--- config.mk ---
export PLATFORM = sky130hd
export DESIGN_NAME = sqb_ctrl
export DESIGN_NICKNAME = d
export VERILOG_FILES = /design/src/rtl/core/sqb_pkg.sv /design/src/rtl/core/sqb_ctrl.sv
export SDC_FILE = /design/constraint.sdc
export NUM_CORES = 1
export LEC_CHECK = 0
export BUFFER_PORTS_ARGS = -buffer_cell sky130_fd_sc_hd__buf_2
export CORE_AREA = 5 5 42 44
export CTS_BUF_LIST = sky130_fd_sc_hd__clkbuf_2 sky130_fd_sc_hd__clkbuf_4 sky130_fd_sc_hd__clkbuf_8
export DETAILED_ROUTE_END_ITERATION = 8
export DIE_AREA = 0 0 47 49
export HOLD_SLACK_MARGIN = 0.08
export PLACE_DENSITY = 0.47
export REMOVE_ABC_BUFFERS = 1
export SLEW_MARGIN = 20
export SYNTH_ARGS = -nofsm -noshare
export SYNTH_HDL_FRONTEND = slang
export SYNTH_SLANG_ARGS = --single-unit
--- constraint.sdc ---
create_clock -name clk -period 1.8 [get_ports clk]
set_input_delay 0.09 -clock clk [delete_from_list [all_inputs] [get_ports clk]]
set_output_delay 0.09 -clock clk [all_outputs]
set_load 0.02 [all_outputs]
--- src/rtl/core/sqb_pkg.sv ---
// Shared types, state encoding and constants of the sprite quad batcher.
package sqb_pkg;

	localparam logic [63:0] HALF_PI_Q30 = 64'd1686629713;
	localparam int unsigned TERMS = 12;

	typedef struct packed {
		logic        mode;
		logic [15:0] texture_id;
		logic [23:0] texture_size;
		logic [31:0] origin_xy;
		logic [31:0] scale_xy;
		logic [15:0] angle;
		logic [31:0] position_xy;
		logic [31:0] rect_origin;
		logic [31:0] rect_size;
		logic [31:0] color;
	} sprite_t;

	typedef struct packed {
		logic               kind;
		logic [15:0]        batch_texture;
		logic [10:0]        batch_vertices;
		logic signed [15:0] vertex_x;
		logic signed [15:0] vertex_y;
		logic [15:0]        tex_u;
		logic [15:0]        tex_v;
		logic [31:0]        vertex_color;
		logic               last;
	} vertex_t;

	localparam logic MODE_DRAW  = 1'b0;
	localparam logic MODE_FLUSH = 1'b1;
	localparam logic KIND_FLUSH  = 1'b0;
	localparam logic KIND_VERTEX = 1'b1;

	typedef enum logic [2:0] {
		ST_IDLE,
		ST_FLUSH,
		ST_SETUP1,
		ST_SETUP2,
		ST_DFLUSH,
		ST_VMUL,
		ST_VOUT
	} state_t;

	typedef struct packed {
		logic       load;
		logic       setup1;
		logic       setup2;
		logic       vmul;
		logic       emit_flush;
		logic       emit_vertex;
		logic [1:0] corner;
	} cmd_t;

	typedef struct packed {
		logic req_mode;
		logic need_flush;
		logic out_free;
	} status_t;

endpackage

--- src/rtl/core/sqb_ctrl.sv ---
// Sequencing state machine of the sprite quad batcher.
module sqb_ctrl (
	input  logic            clk,
	input  logic            arst_n,
	input  logic            req_valid,
	output logic            req_stall,
	input  sqb_pkg::status_t st,
	output sqb_pkg::cmd_t    cmd
);
	import sqb_pkg::*;

	state_t     state_q, state_next;
	logic [1:0] corner_q;

	always_ff @(posedge clk or negedge arst_n) begin
		if (!arst_n) begin
			state_q  <= ST_IDLE;
			corner_q <= 2'd0;
		end else begin
			state_q <= state_next;
			if (state_q == ST_SETUP2) begin
				corner_q <= 2'd0;
			end else if (state_q == ST_VOUT && st.out_free) begin
				corner_q <= corner_q + 2'd1;
			end
		end
	end

	always_comb begin
		state_next = state_q;
		unique case (state_q)
			ST_IDLE: begin
				if (req_valid) begin
					state_next = (st.req_mode == MODE_FLUSH) ? ST_FLUSH : ST_SETUP1;
				end
			end
			ST_FLUSH: begin
				if (st.out_free) begin
					state_next = ST_IDLE;
				end
			end
			ST_SETUP1: state_next = ST_SETUP2;
			ST_SETUP2: state_next = st.need_flush ? ST_DFLUSH : ST_VMUL;
			ST_DFLUSH: begin
				if (st.out_free) begin
					state_next = ST_VMUL;
				end
			end
			ST_VMUL: state_next = ST_VOUT;
			ST_VOUT: begin
				if (st.out_free) begin
					state_next = (corner_q == 2'd3) ? ST_IDLE : ST_VMUL;
				end
			end
			default: state_next = ST_IDLE;
		endcase
	end

	always_comb begin
		cmd             = '0;
		cmd.corner      = corner_q;
		req_stall       = (state_q != ST_IDLE);
		cmd.load        = (state_q == ST_IDLE) && req_valid;
		cmd.setup1      = (state_q == ST_SETUP1);
		cmd.setup2      = (state_q == ST_SETUP2);
		cmd.vmul        = (state_q == ST_VMUL);
		cmd.emit_flush  = (state_q == ST_FLUSH || state_q == ST_DFLUSH) && st.out_free;
		cmd.emit_vertex = (state_q == ST_VOUT) && st.out_free;
	end

endmodule

==> results.tsv <==
metric	value	unit
Tot GR Track Use	8.840	%
number of iterations in the first detailed-routing pass	3	
total negative slack	0	ns
commonest cells after routing, fill and taps aside	buf_2, nor2_1, dfrtp_1, clkbuf_4, inv_1	
GPL Wtd Cong	0.6620	
share of layout cells above drive strength 1	36.21	%
maximum VDD drop	0.5475	mV
Total Power	0.0008846	W
Pwr Density	1808	nW/um^2
design area	489.2	um^2
largest family of logic cells by synthesized area	compound AO/OA/AOI/OAI gates	
Synth Area in XOR/XNOR	4.667	%
Fin. Hold Viols	0	
fin cells	74	
GR Overflow Total	0	
I/O pins	15	
largest net degree at the start of global routing	15	
diode count	0	
sequential share of power	30.8	%
Clock Sinks	5	
crit path DAT	1.44	ns
DR vias/cell	4.446	
Clock Skews	0.005907	ns
fin crit share	85.26	%
clock latency on the worst-skew pair	0.24	ns
WP data required	1.71	ns
combinational share of power	52.4	%
area post-placement	449.2	um^2
Slew @ Worst Pin	0.3949	ns
Gate Count Post-Synth	41	
Max Slew Vio Count	0	
unrepaired setup endpoints after global routing	no	
mux contribution to synthesized area	2.667	%
Worst slew margin	73.67	%
status	finished clean	
Sw Share	45.81	%
nets	66	
Lkg Pwr	0.2584	nW
Root Driver	clkbuf_4	
layout overhead on the synthesized area	30.33	%
Switching Power	0.0004052	W
initial antenna violation count	0	
clock share of power	16.9	%
WS Path Type	reg2out	
row count	14	
number of DRC markers in iteration 0	3	
Vias	329	
# placed instances	69	
Post-Route WL	812	um
first-pass GRT wire length	1511	um
Fmax	651.6	MHz
Syn Area/Cell	9.155	um^2
simple-gate share of the synthesized area	22.67	%
TritonCTS clock tree	yes	
most common cell after layout, fill and taps aside	buf_2	
post-layout util	34.91	%
Internal Pwr Total	0.0004794	W
# Max-Cap Violations	0	
port bufs	14	
Reg clk slew, reported paths	0.05	ns
reg2reg end	state_q[0]$_DFFE_PN0P_	
total die area	2303	um^2
Max Fanout on Critical Path	14	
drc violations	0	
htree depth	1	
synth unique cells	25	
startpoint types	flip-flop	
Final ANT Viol Nets	0	
Final HPWL DP	616.4	um
fin crit period	1.535	ns
Mapped Area	375.4	um^2
post-synthesis compound-gate area fraction	26.00	%
vias in the first global route	359	
Avg WL per Cell	10.97	um
Inserted Clock Buffers	3	
Worst R2R Path Depth	5	
Min-Delay Path Class	in2async	
R2R Setup Slk	0.45	ns
Seq/Total Area, Yosys	33.33	%
RR Startpoint	corner_q[0]$_DFFE_PN0P_	
post-cts resize count	0	
Core ar.	1401	um^2
register bit count reported by yosys	5	
chip width	47	um
die height	49	um
synth warn	0	
Initial Util	26.79	%
crit end category	output port	
Max Buffers Root-to-Sink	2	
setup violation total in the final timing report	0	
adder-cell share of the synthesized area	3.333	%
==> critical path, cell delays in order (launching register included) <==
cell	delay [ns]
dfrtp_1	0.52
or3_1	0.43
nor2_1	0.08
buf_2	0.16
==> through the flow <==
step | hold WS, ns | setup slack, ns
2_1_floorplan | -0.2056 | 0.3984
3_3_place_gp | -0.08678 | 0.4400
3_5_place_dp | -0.08844 | 0.4405
4_1_cts | 0.1879 | 0.2701
5_1_grt | 0.1949 | 0.1621
6_report | 0.1878 | 0.2653
==> routing by layer <==
metal	GRT usage [%]	wire, um	up-vias
li1	-	-	177
met1	11.58	376	149
met2	12.44	410	3
met3	2.214	25	0
met4	5.530	0	0
met5	0	0	-
==> flip-flops by register name, indices dropped and copies added, names as in the netlist <==
signal    cells
state_q       3
corner_q      2
==> cell type report <==
cell class              instances  area (um^2)
well taps                      16        20.02
repair buffers                 15        80.08
flip-flops and latches          5        125.1
inverters                       3        11.26
fillers                       153        912.1
clock buffers                   4        30.03
multi-input cells              31        222.7
==> logic make-up after synthesis <==
group | after synthesis
simple gates | 15
compound gates | 12
buf+inv | 5
flops | 5
xor+xnor | 2
mux | 1
fa+ha+maj | 1
==> how the worst max path moves through the flow <==
stage                     slack (ns)                    start  cells past startpoint                endpoint
after floorplan                 0.40  corner_q[0]$_DFFE_PN0P_                      5  state_q[0]$_DFFE_PN0P_
after global placement          0.44  corner_q[0]$_DFFE_PN0P_                      5  state_q[0]$_DFFE_PN0P_
after detailed placement        0.44  corner_q[0]$_DFFE_PN0P_                      5  state_q[0]$_DFFE_PN0P_
after CTS                       0.27   state_q[2]$_DFFE_PN0P_                      3                  cmd[7]
after global routing            0.16   state_q[0]$_DFFE_PN0P_                      3                  cmd[4]
final                           0.27   state_q[2]$_DFFE_PN0P_                      3                  cmd[7]
==> power by group through the flow <==
stage	combinational (W)	sequential, W	clock [W]
after global routing	0.000523	0.000294	0.000161
after global placement	0.000472	0.000275	0
after floorplan	0.000339	0.000271	0
after detailed placement	0.000466	0.000273	0
after CTS	0.000472	0.000270	0.000154
final	0.000463	0.000272	0.000149
==> cell usage after synthesis <==
library cell	number	share of area, %
buf_6	1	3.0
nor2_1	5	5.0
o22a_1	1	2.3
o21bai_1	1	2.0
buf_2	1	1.3
nor2b_4	1	3.7
xor2_1	2	4.7
nand2_1	1	1.0
o21ai_1	2	2.7
nand3_1	1	1.3
o21ai_0	2	2.7
nor2b_2	1	2.3
ha_1	1	3.3
inv_1	3	3.0
or3_1	1	1.7
and3_1	1	1.7
a21oi_1	2	2.7
a2111oi_4	1	7.3
nor3_1	2	2.7
nor2b_1	1	1.7
dfrtp_1	5	33
and2_1	1	1.7
a22o_1	1	2.3
o21a_1	2	4.0
mux2i_1	1	2.7
==> repair_timing <==
item	in CTS	in global routing
endpoints found under the hold margin	5	0
hold buffers	1	0
buffers inserted	0	0
Note: power is estimated with default switching activity, not from simulation.
